### src/rtl/core/fpbf_pkg.sv
// Shared types and constants of the fixed-partition best-fit allocator.
// No dependencies.
`default_nettype none

package fpbf_pkg;

    localparam int NUM_PART    = 16;
    localparam int PART_IDX_W  = 4;
    localparam int PART_CNT_W  = 5;
    localparam int NUM_PROC    = 256;
    localparam int PROC_ADDR_W = 8;
    localparam int PID_W       = 9;
    localparam int SIZE_W      = 16;
    localparam int STATUS_W    = 4;

    typedef enum logic [1:0] {
        OP_DEFINE = 2'd0,
        OP_ALLOC  = 2'd1,
        OP_FREE   = 2'd2,
        OP_NONE   = 2'd3
    } t_op;

    typedef enum logic [STATUS_W-1:0] {
        ST_DEFINED    = 4'd0,
        ST_TOO_BIG    = 4'd1,
        ST_PLACED     = 4'd2,
        ST_INT_FRAG   = 4'd3,
        ST_EXT_FRAG   = 4'd4,
        ST_NO_FIT     = 4'd5,
        ST_FREED      = 4'd6,
        ST_NOT_PLACED = 4'd7,
        ST_UNKNOWN_ID = 4'd8,
        ST_TABLE_FULL = 4'd9
    } t_status;

    typedef struct packed {
        logic load;
        logic idx_clr;
        logic scan;
        logic frag;
        logic def_go;
        logic alloc_full;
        logic place;
        logic no_fit;
        logic unknown;
        logic free_idx;
        logic free_go;
        logic out_load;
    } t_dp_cmd;

    typedef struct packed {
        t_op  op;
        logic proc_full;
        logic pid_bad;
        logic found;
        logic scan_last;
    } t_dp_stat;

endpackage

`default_nettype wire

### src/rtl/core/fixed_partition_best_fit_allocator.sv
// Fixed-partition best-fit allocator, top level.
// Depends on fpbf_pkg, fpbf_ctrl and fpbf_dp.
//
// One word at a time. An allocate steps through all 16 partition entries in the
// best-fit search, one per cycle, and when nothing fits it steps through them all
// again in the fragmentation check. Results wait in an output register; a new
// word is taken once the previous one has reached it. Configuration writes are
// taken every cycle and recompute the registered unused total.
`default_nettype none

module fixed_partition_best_fit_allocator (
    input  wire logic                            i_clk,
    input  wire logic                            i_rst_n,
    input  wire logic                            i_cfg_valid,
    output logic                                 o_cfg_ready,
    input  wire logic [fpbf_pkg::SIZE_W-1:0]     i_cfg_data,
    input  wire logic                            i_valid,
    output logic                                 o_ready,
    input  wire logic [1:0]                      i_op,
    input  wire logic [fpbf_pkg::SIZE_W-1:0]     i_size_kb,
    input  wire logic [fpbf_pkg::PID_W-1:0]      i_process_id,
    output logic                                 o_valid,
    input  wire logic                            i_ready,
    output logic      [fpbf_pkg::STATUS_W-1:0]   o_status,
    output logic      [fpbf_pkg::PID_W-1:0]      o_process_id_res,
    output logic      [fpbf_pkg::PART_CNT_W-1:0] o_partition_number,
    output logic      [fpbf_pkg::SIZE_W-1:0]     o_leftover_kb,
    output logic      [fpbf_pkg::SIZE_W-1:0]     o_fragmentation_total_kb,
    output logic      [fpbf_pkg::SIZE_W-1:0]     o_unused_kb
);
    import fpbf_pkg::*;

    t_dp_cmd  cmd;
    t_dp_stat stat;

    assign o_cfg_ready = 1'b1;

    fpbf_ctrl u_ctrl (
        .i_clk   (i_clk),
        .i_rst_n (i_rst_n),
        .i_valid (i_valid),
        .o_ready (o_ready),
        .o_valid (o_valid),
        .i_ready (i_ready),
        .i_stat  (stat),
        .o_cmd   (cmd)
    );

    fpbf_dp u_dp (
        .i_clk                    (i_clk),
        .i_rst_n                  (i_rst_n),
        .i_cmd                    (cmd),
        .o_stat                   (stat),
        .i_cfg_valid              (i_cfg_valid),
        .i_cfg_data               (i_cfg_data),
        .i_op                     (i_op),
        .i_size_kb                (i_size_kb),
        .i_process_id             (i_process_id),
        .o_status                 (o_status),
        .o_process_id_res         (o_process_id_res),
        .o_partition_number       (o_partition_number),
        .o_leftover_kb            (o_leftover_kb),
        .o_fragmentation_total_kb (o_fragmentation_total_kb),
        .o_unused_kb              (o_unused_kb)
    );

endmodule

`default_nettype wire

### src/rtl/core/fpbf_ram.sv
// Generic simple dual-port RAM with registered read.
// No dependencies.
`default_nettype none

module fpbf_ram #(
    parameter int WIDTH = 5,
    parameter int DEPTH = 256
) (
    input  wire logic                     i_clk,
    input  wire logic                     i_we,
    input  wire logic [$clog2(DEPTH)-1:0] i_waddr,
    input  wire logic [WIDTH-1:0]         i_wdata,
    input  wire logic [$clog2(DEPTH)-1:0] i_raddr,
    output logic      [WIDTH-1:0]         o_rdata
);

    logic [WIDTH-1:0] r_mem [DEPTH];

    always_ff @(posedge i_clk) begin
        if (i_we) begin
            r_mem[i_waddr] <= i_wdata;
        end
        o_rdata <= r_mem[i_raddr];
    end

endmodule

`default_nettype wire

### src/rtl/core/fpbf_ctrl.sv
// Sequencer of the partition allocator: walks each operation through its steps.
// Depends on fpbf_pkg.
`default_nettype none

module fpbf_ctrl (
    input  wire logic              i_clk,
    input  wire logic              i_rst_n,
    input  wire logic              i_valid,
    output logic                   o_ready,
    output logic                   o_valid,
    input  wire logic              i_ready,
    input  wire fpbf_pkg::t_dp_stat i_stat,
    output fpbf_pkg::t_dp_cmd      o_cmd
);
    import fpbf_pkg::*;

    typedef enum logic [12:0] {
        S_IDLE     = 13'b0000000000001,
        S_DECODE   = 13'b0000000000010,
        S_DEF      = 13'b0000000000100,
        S_FULL     = 13'b0000000001000,
        S_SCAN     = 13'b0000000010000,
        S_FRAG     = 13'b0000000100000,
        S_PLACE    = 13'b0000001000000,
        S_NOFIT    = 13'b0000010000000,
        S_UNK      = 13'b0000100000000,
        S_FREE_IDX = 13'b0001000000000,
        S_FREE     = 13'b0010000000000,
        S_OUT      = 13'b0100000000000,
        S_SPARE    = 13'b1000000000000
    } t_state;

    t_state r_state, n_state;
    logic   r_out_valid, n_out_valid;

    always_comb begin
        n_state = r_state;
        o_cmd   = '0;
        case (r_state)
            S_IDLE: begin
                if (i_valid) begin
                    o_cmd.load = 1'b1;
                    n_state    = S_DECODE;
                end
            end
            S_DECODE: begin
                o_cmd.idx_clr = 1'b1;
                case (i_stat.op)
                    OP_DEFINE: n_state = S_DEF;
                    OP_ALLOC:  n_state = i_stat.proc_full ? S_FULL : S_SCAN;
                    OP_FREE:   n_state = i_stat.pid_bad ? S_UNK : S_FREE_IDX;
                    default:   n_state = S_IDLE;
                endcase
            end
            S_DEF: begin
                o_cmd.def_go = 1'b1;
                n_state      = S_OUT;
            end
            S_FULL: begin
                o_cmd.alloc_full = 1'b1;
                n_state          = S_OUT;
            end
            S_SCAN: begin
                // index wraps to zero on the last entry, ready for the second pass
                o_cmd.scan = 1'b1;
                if (i_stat.scan_last) begin
                    n_state = i_stat.found ? S_PLACE : S_FRAG;
                end
            end
            S_FRAG: begin
                o_cmd.frag = 1'b1;
                if (i_stat.scan_last) begin
                    n_state = S_NOFIT;
                end
            end
            S_PLACE: begin
                o_cmd.place = 1'b1;
                n_state     = S_OUT;
            end
            S_NOFIT: begin
                o_cmd.no_fit = 1'b1;
                n_state      = S_OUT;
            end
            S_UNK: begin
                o_cmd.unknown = 1'b1;
                n_state       = S_OUT;
            end
            S_FREE_IDX: begin
                o_cmd.free_idx = 1'b1;
                n_state        = S_FREE;
            end
            S_FREE: begin
                o_cmd.free_go = 1'b1;
                n_state       = S_OUT;
            end
            S_OUT: begin
                // hold the result until the output register is free
                if (!r_out_valid || i_ready) begin
                    o_cmd.out_load = 1'b1;
                    n_state        = S_IDLE;
                end
            end
            default: n_state = S_IDLE;
        endcase
    end

    always_comb begin
        n_out_valid = r_out_valid;
        if (o_cmd.out_load) begin
            n_out_valid = 1'b1;
        end else if (i_ready) begin
            n_out_valid = 1'b0;
        end
    end

    always_ff @(posedge i_clk) begin
        if (!i_rst_n) begin
            r_state     <= S_IDLE;
            r_out_valid <= 1'b0;
        end else begin
            r_state     <= n_state;
            r_out_valid <= n_out_valid;
        end
    end

    assign o_ready = (r_state == S_IDLE);
    assign o_valid = r_out_valid;

endmodule

`default_nettype wire

### src/rtl/core/fpbf_dp.sv
// Datapath of the partition allocator: partition table, counters, result registers.
// Depends on fpbf_pkg and fpbf_ram.
`default_nettype none

module fpbf_dp (
    input  wire logic                            i_clk,
    input  wire logic                            i_rst_n,
    input  wire fpbf_pkg::t_dp_cmd               i_cmd,
    output fpbf_pkg::t_dp_stat                   o_stat,
    input  wire logic                            i_cfg_valid,
    input  wire logic [fpbf_pkg::SIZE_W-1:0]     i_cfg_data,
    input  wire logic [1:0]                      i_op,
    input  wire logic [fpbf_pkg::SIZE_W-1:0]     i_size_kb,
    input  wire logic [fpbf_pkg::PID_W-1:0]      i_process_id,
    output logic      [fpbf_pkg::STATUS_W-1:0]   o_status,
    output logic      [fpbf_pkg::PID_W-1:0]      o_process_id_res,
    output logic      [fpbf_pkg::PART_CNT_W-1:0] o_partition_number,
    output logic      [fpbf_pkg::SIZE_W-1:0]     o_leftover_kb,
    output logic      [fpbf_pkg::SIZE_W-1:0]     o_fragmentation_total_kb,
    output logic      [fpbf_pkg::SIZE_W-1:0]     o_unused_kb
);
    import fpbf_pkg::*;

    // latched word
    t_op                    r_op;
    logic [SIZE_W-1:0]      r_req;
    logic [PID_W-1:0]       r_pid;

    // partition table
    logic [SIZE_W-1:0]      r_size [NUM_PART];
    logic [NUM_PART-1:0]    r_usable;
    logic [NUM_PART-1:0]    r_busy;
    logic [SIZE_W-1:0]      r_left [NUM_PART];
    logic [PART_CNT_W-1:0]  r_count;

    logic [SIZE_W-1:0]      r_remain, r_used, r_frag;
    logic [PID_W-1:0]       r_pcount;

    // search state
    logic [PART_IDX_W-1:0]  r_idx;
    logic                   r_found, r_int;
    logic [PART_IDX_W-1:0]  r_best;
    logic [SIZE_W-1:0]      r_best_left;
    logic [PART_CNT_W-1:0]  r_home;

    // staged result and output register
    t_status                r_res_status;
    logic [PID_W-1:0]       r_res_pid;
    logic [PART_CNT_W-1:0]  r_res_pn;
    logic [SIZE_W-1:0]      r_res_left, r_res_frag, r_res_unused;
    t_status                r_o_status;
    logic [PID_W-1:0]       r_o_pid;
    logic [PART_CNT_W-1:0]  r_o_pn;
    logic [SIZE_W-1:0]      r_o_left, r_o_frag, r_o_unused;

    logic [SIZE_W-1:0]      sz, lo, cand_left, frag_add, frag_sub;
    logic                   elig, beats;
    logic [PID_W-1:0]       pid_m1, pcount_p1;
    logic [PART_IDX_W-1:0]  new_k;
    logic                   ram_we;
    logic [PROC_ADDR_W-1:0] ram_waddr;
    logic [PART_CNT_W-1:0]  ram_wdata, ram_rdata;

    assign sz        = r_size[r_idx];
    assign lo        = r_left[r_idx];
    assign elig      = r_usable[r_idx] && !r_busy[r_idx] && (r_req <= sz);
    assign cand_left = sz - r_req;
    assign beats     = elig && (!r_found || (cand_left < r_best_left));
    assign frag_add  = r_frag + r_best_left;
    assign frag_sub  = (r_frag >= lo) ? (r_frag - lo) : '0;
    assign pid_m1    = r_pid - PID_W'(1);
    assign pcount_p1 = r_pcount + PID_W'(1);
    assign new_k     = r_count[PART_IDX_W-1:0];

    assign o_stat.op        = r_op;
    assign o_stat.proc_full = (r_pcount == PID_W'(NUM_PROC));
    assign o_stat.pid_bad   = (r_pid == '0) || (r_pid > r_pcount);
    assign o_stat.found     = r_found || elig;
    assign o_stat.scan_last = (r_idx == PART_IDX_W'(NUM_PART - 1));

    always_comb begin
        ram_we    = 1'b0;
        ram_waddr = r_pcount[PROC_ADDR_W-1:0];
        ram_wdata = '0;
        if (i_cmd.place) begin
            ram_we    = 1'b1;
            ram_wdata = {1'b0, r_best} + PART_CNT_W'(1);
        end else if (i_cmd.no_fit) begin
            ram_we    = 1'b1;
        end else if (i_cmd.free_go) begin
            ram_we    = 1'b1;
            ram_waddr = pid_m1[PROC_ADDR_W-1:0];
        end
    end

    // home partition of each process number, entry n for number n+1
    fpbf_ram #(
        .WIDTH (PART_CNT_W),
        .DEPTH (NUM_PROC)
    ) u_home (
        .i_clk   (i_clk),
        .i_we    (ram_we),
        .i_waddr (ram_waddr),
        .i_wdata (ram_wdata),
        .i_raddr (pid_m1[PROC_ADDR_W-1:0]),
        .o_rdata (ram_rdata)
    );

    // control and reset-valued state
    always_ff @(posedge i_clk) begin
        if (!i_rst_n) begin
            r_usable <= '0;
            r_busy   <= '0;
            for (int i = 0; i < NUM_PART; i++) begin
                r_left[i] <= '0;
            end
            r_count  <= '0;
            r_remain <= '1;
            r_used   <= '0;
            r_frag   <= '0;
            r_pcount <= '0;
        end else begin
            if (i_cfg_valid) begin
                r_remain <= (r_used >= i_cfg_data) ? '0 : (i_cfg_data - r_used);
            end
            if (i_cmd.def_go && (r_count != PART_CNT_W'(NUM_PART))) begin
                r_busy[new_k] <= 1'b0;
                r_left[new_k] <= '0;
                r_count       <= r_count + PART_CNT_W'(1);
                if (r_req <= r_remain) begin
                    r_usable[new_k] <= 1'b1;
                    r_remain        <= r_remain - r_req;
                    r_used          <= r_used + r_req;
                end else begin
                    r_usable[new_k] <= 1'b0;
                end
            end
            if (i_cmd.place) begin
                r_busy[r_best] <= 1'b1;
                r_left[r_best] <= r_best_left;
                r_frag         <= frag_add;
                r_pcount       <= pcount_p1;
            end
            if (i_cmd.no_fit) begin
                r_pcount <= pcount_p1;
            end
            if (i_cmd.free_go && (r_home != '0) && r_busy[r_idx]) begin
                r_busy[r_idx] <= 1'b0;
                r_frag        <= frag_sub;
            end
        end
    end

    // payload and search registers
    always_ff @(posedge i_clk) begin
        if (i_cmd.load) begin
            r_op  <= t_op'(i_op);
            r_req <= i_size_kb;
            r_pid <= i_process_id;
        end
        if (i_cmd.def_go && (r_count != PART_CNT_W'(NUM_PART))) begin
            r_size[new_k] <= r_req;
        end
        if (i_cmd.idx_clr) begin
            r_idx   <= '0;
            r_found <= 1'b0;
            r_int   <= 1'b0;
        end
        if (i_cmd.scan) begin
            r_idx <= r_idx + PART_IDX_W'(1);
            if (beats) begin
                r_found     <= 1'b1;
                r_best      <= r_idx;
                r_best_left <= cand_left;
            end
        end
        if (i_cmd.frag) begin
            r_idx <= r_idx + PART_IDX_W'(1);
            if (r_usable[r_idx] && r_busy[r_idx] && (lo >= r_req)) begin
                r_int <= 1'b1;
            end
        end
        if (i_cmd.free_idx) begin
            r_home <= ram_rdata;
            r_idx  <= ram_rdata[PART_IDX_W-1:0] - PART_IDX_W'(1);
        end

        if (i_cmd.def_go) begin
            r_res_pid  <= '0;
            r_res_left <= '0;
            r_res_frag <= r_frag;
            if (r_count == PART_CNT_W'(NUM_PART)) begin
                r_res_status <= ST_TABLE_FULL;
                r_res_pn     <= '0;
                r_res_unused <= r_remain;
            end else begin
                r_res_pn <= r_count + PART_CNT_W'(1);
                if (r_req <= r_remain) begin
                    r_res_status <= ST_DEFINED;
                    r_res_unused <= r_remain - r_req;
                end else begin
                    r_res_status <= ST_TOO_BIG;
                    r_res_unused <= r_remain;
                end
            end
        end
        if (i_cmd.alloc_full || i_cmd.unknown) begin
            r_res_status <= i_cmd.unknown ? ST_UNKNOWN_ID : ST_TABLE_FULL;
            r_res_pid    <= i_cmd.unknown ? r_pid : '0;
            r_res_pn     <= '0;
            r_res_left   <= '0;
            r_res_frag   <= r_frag;
            r_res_unused <= r_remain;
        end
        if (i_cmd.place) begin
            r_res_status <= ST_PLACED;
            r_res_pid    <= pcount_p1;
            r_res_pn     <= {1'b0, r_best} + PART_CNT_W'(1);
            r_res_left   <= r_best_left;
            r_res_frag   <= frag_add;
            r_res_unused <= r_remain;
        end
        if (i_cmd.no_fit) begin
            if (r_int) begin
                r_res_status <= ST_INT_FRAG;
            end else if (r_req <= r_frag) begin
                r_res_status <= ST_EXT_FRAG;
            end else begin
                r_res_status <= ST_NO_FIT;
            end
            r_res_pid    <= pcount_p1;
            r_res_pn     <= '0;
            r_res_left   <= '0;
            r_res_frag   <= r_frag;
            r_res_unused <= r_remain;
        end
        if (i_cmd.free_go) begin
            r_res_pid    <= r_pid;
            r_res_unused <= r_remain;
            if ((r_home == '0) || !r_busy[r_idx]) begin
                r_res_status <= ST_NOT_PLACED;
                r_res_pn     <= '0;
                r_res_left   <= '0;
                r_res_frag   <= r_frag;
            end else begin
                r_res_status <= ST_FREED;
                r_res_pn     <= r_home;
                r_res_left   <= lo;
                r_res_frag   <= frag_sub;
            end
        end

        if (i_cmd.out_load) begin
            r_o_status <= r_res_status;
            r_o_pid    <= r_res_pid;
            r_o_pn     <= r_res_pn;
            r_o_left   <= r_res_left;
            r_o_frag   <= r_res_frag;
            r_o_unused <= r_res_unused;
        end
    end

    assign o_status                 = r_o_status;
    assign o_process_id_res         = r_o_pid;
    assign o_partition_number       = r_o_pn;
    assign o_leftover_kb            = r_o_left;
    assign o_fragmentation_total_kb = r_o_frag;
    assign o_unused_kb              = r_o_unused;

endmodule

`default_nettype wire

### config.mk
export PLATFORM = sky130hd
export DESIGN_NAME = fixed_partition_best_fit_allocator
export DESIGN_NICKNAME = d
export VERILOG_FILES = /design/src/rtl/core/fpbf_pkg.sv /design/src/rtl/core/fixed_partition_best_fit_allocator.sv /design/src/rtl/core/fpbf_ram.sv /design/src/rtl/core/fpbf_ctrl.sv /design/src/rtl/core/fpbf_dp.sv
export SDC_FILE = /design/constraint.sdc
export NUM_CORES = 2
export LEC_CHECK = 0
export BUFFER_PORTS_ARGS = -buffer_cell sky130_fd_sc_hd__buf_4
export CAP_MARGIN = 25
export CORE_ASPECT_RATIO = 0.8
export CORE_UTILIZATION = 55
export DETAILED_ROUTE_END_ITERATION = 7
export GPL_ROUTABILITY_DRIVEN = 0
export PLACE_DENSITY = 0.71
export SYNTH_ARGS = -nofsm -noshare
export SYNTH_HDL_FRONTEND = slang
export SYNTH_SLANG_ARGS = --single-unit
### constraint.sdc
create_clock -name i_clk -period 24.7 [get_ports i_clk]
set_input_delay 1.235 -clock i_clk [delete_from_list [all_inputs] [get_ports i_clk]]
set_output_delay 1.235 -clock i_clk [all_outputs]
set_load 0.01 [all_outputs]
; ---- Word level (Yosys, flattened, before mapping)
; Memories as Yosys holds them, arrays and structs flattened. A register that Yosys moved wholly into a read port is not among the register bits.
; Index checks and enable logic that the tools add are counted.
[totals]
reg_bits = 298
mem_bits_rw = 1792
inputBits = 48
out_inout_bits = 69
wordCells = 251
n_memories = 3
[mem_list]
columns = memory, depth, width, rd, rd_clocked_by_memory_dff, wr, line_no
row1 = u_dp.u_home.r_mem, 256, 5, 1, 1, 1, fpbf_ram.sv:17  ; logic [WIDTH-1:0] r_mem [DEPTH];
row2 = u_dp.r_left, 16, 16, 1, 1, 16, fpbf_dp.sv:33  ; logic [SIZE_W-1:0] r_left [NUM_PART];
row3 = u_dp.r_size, 16, 16, 1, 1, 1, fpbf_dp.sv:30  ; logic [SIZE_W-1:0] r_size [NUM_PART];
[op_classes]
n_addsub = 12
n_lt_le_gt_ge = 14
n_eq_ne = 22
n_mux = 128
bitwise = 7
reduce_logical = 35
[op_table]
columns = op, n
row1 = $mux W16, 34
row2 = $pmux W13 S7, 1
row3 = $mux W9, 8
row4 = $sub A16 B16 Y16, 4
row5 = $mux W4, 15
row6 = $mux W13, 4
row7 = $and A16 B16 Y16, 3
row8 = $ge A16 B16 Y1, 3
row9 = $le A16 B16 Y1, 3
row10 = $mux W1, 46
row11 = $mux W5, 9
row12 = $pmux W13 S3, 1
row13 = $add A16 B16 Y16, 2
row14 = $not A16 Y16, 2
row15 = $or A16 B16 Y16, 2
row16 = $reduce_or A16 Y1, 2
row17 = $mux W8, 3
row18 = $lt A16 B16 Y1, 1
row19 = $lt A4 B5 Y1 const B, 3
row20 = $eq A13 B1 Y1 const B, 1
row21 = $eq A13 B10 Y1 const B, 1
row22 = $eq A13 B11 Y1 const B, 1
row23 = $eq A13 B12 Y1 const B, 1
row24 = $eq A13 B2 Y1 const B, 1
row25 = other kinds (39), 67

; ---- Depth between registers and ports, before layout
[depth]
depth_word = 13
mapped_depth = 23
ltp_nobuf = 21

; ---- Modules after synthesis
; From an unflattened synthesis, not the netlist that was laid out.
[hier_totals]
cells_unflattened = 5403
hier_area_um2 = 89450.8
[by_module_without_submodules]
columns = module, instances, cells_each, area_each_um2, seq_area_each_um2
row1 = fpbf_ram, 1, 2497, 50284.5, 38537.0
row2 = fpbf_dp, 1, 2811, 38370.6, 23022.1
row3 = fpbf_ctrl, 1, 93, 784.5, 260.2
row4 = fixed_partition_best_fit_allocator, 1, 2, 11.3, 0.0

; ---- Least setup slack after synthesis
; No wires, ideal clock.
[synth_path]
path_type = reg2reg
start = register u_ctrl.r_state[4]
end = memory u_dp.r_left[0][0], enable pin
setup_time_ns = 0.372
arrival_time_ns = 8.472
required_time_ns = 24.328
slack_ns = 15.856
stages_incl_launch_ff = 10
path_buffers = 1
period_less_slack_ns = 8.844
cell_sequence = dfxtp_1 > nor4_1 > and3_1 > nand2_1 > nor2_1 > a2bb2oi_1 > nor2_1 > nand2_1 > clkbuf_1 > nand2_1
[synth_lines]
columns = element, line_no
row1 = start: declaration, fpbf_ctrl.sv:33  ; t_state r_state, n_state;
row2 = start signal: assignment, fpbf_ctrl.sv:121  ; r_state <= n_state;
row3 = end: declaration, fpbf_dp.sv:33

==> metrics.md <==
| Metric | Value |
|---|---|
| Status | finished, final reports clean |
| Syn-to-layout area delta | 11.5% |
| TritonCTS clock tree | yes |
| Sink Count | 2,098 |
| Ys async rst share | 0 |
| Min-delay worst type | register to register |
| Top FF cell, synth | edfxtp_1 |
| CP delay by family, top | compound AO/OA/AOI/OAI gates |
| Max Slew Vio Count | 0 |
| Final ANT Viol Nets | 0 |
| Top flop regs | u_dp.u_home.r_mem (1280), u_dp.r_left (256), u_dp.r_size (256) |
| Die X | 450 um |
| Final period util | 0.287 |
| Avg Synthesized Cell Area | 17.5 um2 |
| Worst Tran Pin Value | 1.19 ns |
| GR Util All Layers | 0.277 |
| Final Hold Fails | 0 |
| Clock tree buffer depth | 3 |
| Leak pwr | 28.3 nW |
| Initial antenna violation count | 6 |
| Layout Nets | 5,404 |
| RSZ-0062 raised after global routing | false |
| Rows | 131 |
| Synth warn | 0 |
| Worst stage delay on the critical path | 0.77 ns |
| Synth unique cells | 82 |
| Net switching power | 0.00162 W |
| Final min period | 7.10 ns |
| Finished Core Util | 0.617 |
| Final wirelength | 223 mm |
| Post-synthesis cell area | 0.0881 mm2 |
| Final Power | 0.00736 W |
| Die area | 0.162 mm2 |
| Area of the core | 0.159 mm2 |
| Crit end category | register |
| Initial DRT Pass Iterations | 6 |
| DR vias | 48,200 |
| Vias in the first global route | 47,400 |
| Initial core utilization | 0.553 |
| Crit path launch type | register |
| #FFs+latches synth | 2,098 |
| WS Path Type | register to register |
| Initial DRC Count | 6,264 |
| CTS Buf Count | 197 |
| Max reg flops | 1,280 |
| Slew margin rel. | 0.205 |
| Synthesized Nets | 5,249 |
| Combinational power share | 0.059 |
| Post-synth EDFFs | 1,980 |
| Share of post-route cells with drive strength above 1 | 0.213 |
| Max FO, Critical Path | 33 |
| Critical-path cell list | buf_4, mux4_2, mux4_2, ha_1, nor2b_1, o21ai_0, a21oi_1, o211a_1, o21ai_0, nand2b_1, a211oi_1, nor2_1, ha_1, a21o_1, a21o_1, a21oi_1, o21ai_0, a2111oi_0, nor3_1, a21oi_1, and3_1 |
| Setup-failing EPs final | 0 |
| Cell area after layout | 0.0983 mm2 |
| Port bufs | 115 |
| Worst skew pair latency | 0.85 ns |
| FMAX | 141 MHz |
| First-pass GRT wire length | 325 mm |
| Worst Path Required | 25.16 ns |
| H-tree depth | 4 |
| Grt total ovfl | 0 |
| Remaining DRCs | 0 |
| Internal | 0.00574 W |
| Sw Ratio | 0.221 |
| Sequential area share after synthesis | 0.701 |
| Clock network power share | 0.412 |
| Placed Area | 0.0917 mm2 |
| Root Buffer Master | clkbuf_16 |
| Gate Count Post-Synth | 5,028 |
| Total negative slack | 0 ns |
| Max-Cap Viols | 0 |
| Top reg by flops | u_dp.u_home.r_mem |
| Hold-fix buffers, CTS | 0 |
| Sequential Power Share | 0.530 |
| Vias per Instance | 6.45 |
| Setup Skew | 0.0223 ns |
| # resized after CTS | 0 |
| Max VDD drop | 0.0819 mV |
| Routed len/inst | 29.8 um |
| Worst path bufs/invs | 1 |
| # IOs | 117 |
| Hold WS | 0.415 ns |
| Worst path slowest cell | dfxtp_4 |
| CP arrival | 7.56 ns |
| Post-CTS Setup Repair Bufs | 0 |
| Pwr/cell area | 74.9 mW/mm2 |
| Die Y | 360 um |
| DP HPWL | 140 mm |
| Pin count of the biggest net entering global routing | 258 |
| Clock slew seen by the registers of the worst setup and hold paths | 0.07 ns |
power by group through the flow:
stage | Clock [W] | Sequential (W) | Combinational, W
2_1_floorplan | 0 | 0.00396 | 0.000309
3_3_place_gp | 0 | 0.00397 | 0.000425
3_5_place_dp | 0 | 0.00397 | 0.000430
4_1_cts | 0.00306 | 0.00390 | 0.000432
5_1_grt | 0.00319 | 0.00390 | 0.000464
6_report | 0.00303 | 0.00390 | 0.000434
worst paths after layout:
kind | slack (ns) | cells after the start | to | from
max | 17.60 | 21 | u_dp.r_best_left[4] | register
min | 0.42 | 0 | u_dp.r_home[4] | u_dp.u_home.o_rdata[4]
max reg2reg | 17.60 | 21 | u_dp.r_best_left[4] | register
min reg2reg | 0.42 | 0 | u_dp.r_home[4] | u_dp.u_home.o_rdata[4]
placed cells by master, fill, tap and decap left out, types with 7 or more instances in the layout:
master,synthesis,routed
ha_1,167,166
or2_2,7,7
buf_16,0,12
or3_1,22,22
a22oi_1,19,19
nand2_1,223,222
inv_6,0,7
edfxtp_1,1980,1980
inv_1,150,150
nor2b_1,28,27
a21o_1,46,46
clkbuf_1,202,49
clkinv_2,0,36
xor2_1,31,29
buf_4,1,191
clkinv_1,1,33
clkbuf_8,0,8
o21ai_0,101,101
and2_1,9,7
o22ai_1,38,38
o211ai_1,7,7
o21a_1,26,26
mux2i_1,28,28
nand4_1,20,20
xnor2_1,74,72
clkbuf_16,0,200
o31ai_1,10,9
a31oi_1,10,10
bufinv_16,0,16
dfxtp_1,118,114
a21oi_1,102,102
mux4_2,592,592
nand2b_1,25,25
nor2_1,659,651
nor3_1,41,39
nand3_1,54,54
and3_1,21,20
a211oi_1,35,35
o21ai_1,17,17
worst reg2reg max path: cells and delay by family, from the launching register on:
kind	cells	cell delay, ns
buffers and inverters	1	0.73
AO/OA/AOI/OAI	11	2.27
multiplexers	2	1.12
AND/OR/NAND/NOR	5	1.21
adder cells (fa/ha/maj)	2	0.62
flip-flops	1	0.77
layout make-up:
| class | instances | area, um2 |
|---|---|---|
| Inverter | 153 | 574 |
| Sequential cell | 2098 | 61800 |
| Multi-Input combinational cell | 2521 | 24900 |
| Fill cell | 11200 | 61100 |
| Antenna cell | 5 | 12.5 |
| Clock inverter | 109 | 1090 |
| Timing Repair Buffer | 212 | 1930 |
| Tap cell | 2128 | 2660 |
| Clock buffer | 257 | 5300 |
per-layer routing:
layer  share of wire  up-vias  global-route usage
met2            0.45     2527               0.404
met3            0.10      363              0.0612
met4           0.033        2              0.0953
met1            0.41    25100               0.415
li1                -    20200                   -
met5        0.000058        -                   0
Yosys cell counts (4+ instances only):
library cell	n	area share
clkbuf_1	202	0.0086
a221o_1	4	0.00045
mux2i_1	28	0.0032
o22a_1	5	0.00050
xnor2_1	74	0.0074
o2111ai_1	4	0.00040
a21o_1	46	0.0039
nand4_1	20	0.0014
o21a_1	26	0.0022
nor2_1	659	0.028
nand2_1	223	0.0095
edfxtp_1	1980	0.67
a31oi_1	10	0.00071
o31ai_1	10	0.00085
nor3_1	41	0.0023
nand2b_1	25	0.0018
a211oi_1	35	0.0030
ha_1	167	0.024
o22ai_1	38	0.0027
or2_2	7	0.00050
fa_1	6	0.0014
o21ai_1	17	0.00097
nor4_1	5	0.00035
o211ai_1	7	0.00060
a221oi_1	6	0.00060
o21ai_0	101	0.0057
and2_1	9	0.00064
nand3_1	54	0.0031
inv_1	150	0.0064
nand3b_1	5	0.00043
xor2_1	31	0.0031
and3_1	21	0.0015
a21oi_1	102	0.0058
a22oi_1	19	0.0016
a2111oi_0	5	0.00050
nor3b_1	4	0.00034
o21bai_1	5	0.00043
nor2b_1	28	0.0020
mux4_2	592	0.15
dfxtp_1	118	0.027
o221ai_1	5	0.00050
buf_1	24	0.0010
buf_2	28	0.0016
or3_1	22	0.0016
cells by family (layout without fill, tap and decap cells):
group / count (synthesis) / count (layout) / share of synthesized area
muxes: 624 / 624 / 0.155
and+or+nand+nor: 1142 / 1142 / 0.0554
adders and majority gates: 173 / 173 / 0.0251
other: 1 / 6 / 0.0000425
DFF: 2098 / 2098 / 0.701
buffers and inverters: 409 / 731 / 0.0179
xor gates and xnor gates: 105 / 105 / 0.0104
AOI/OAI and AO/OA: 476 / 476 / 0.0347
stage by stage:
step	setup WS [ns]	std cells
global placement	17.50	7095
floorplan	15.86	5028
finish	17.60	7483
global route	17.10	7481
CTS	17.57	7470
detailed placement	17.60	7104
(Power assumes the default switching activity.)
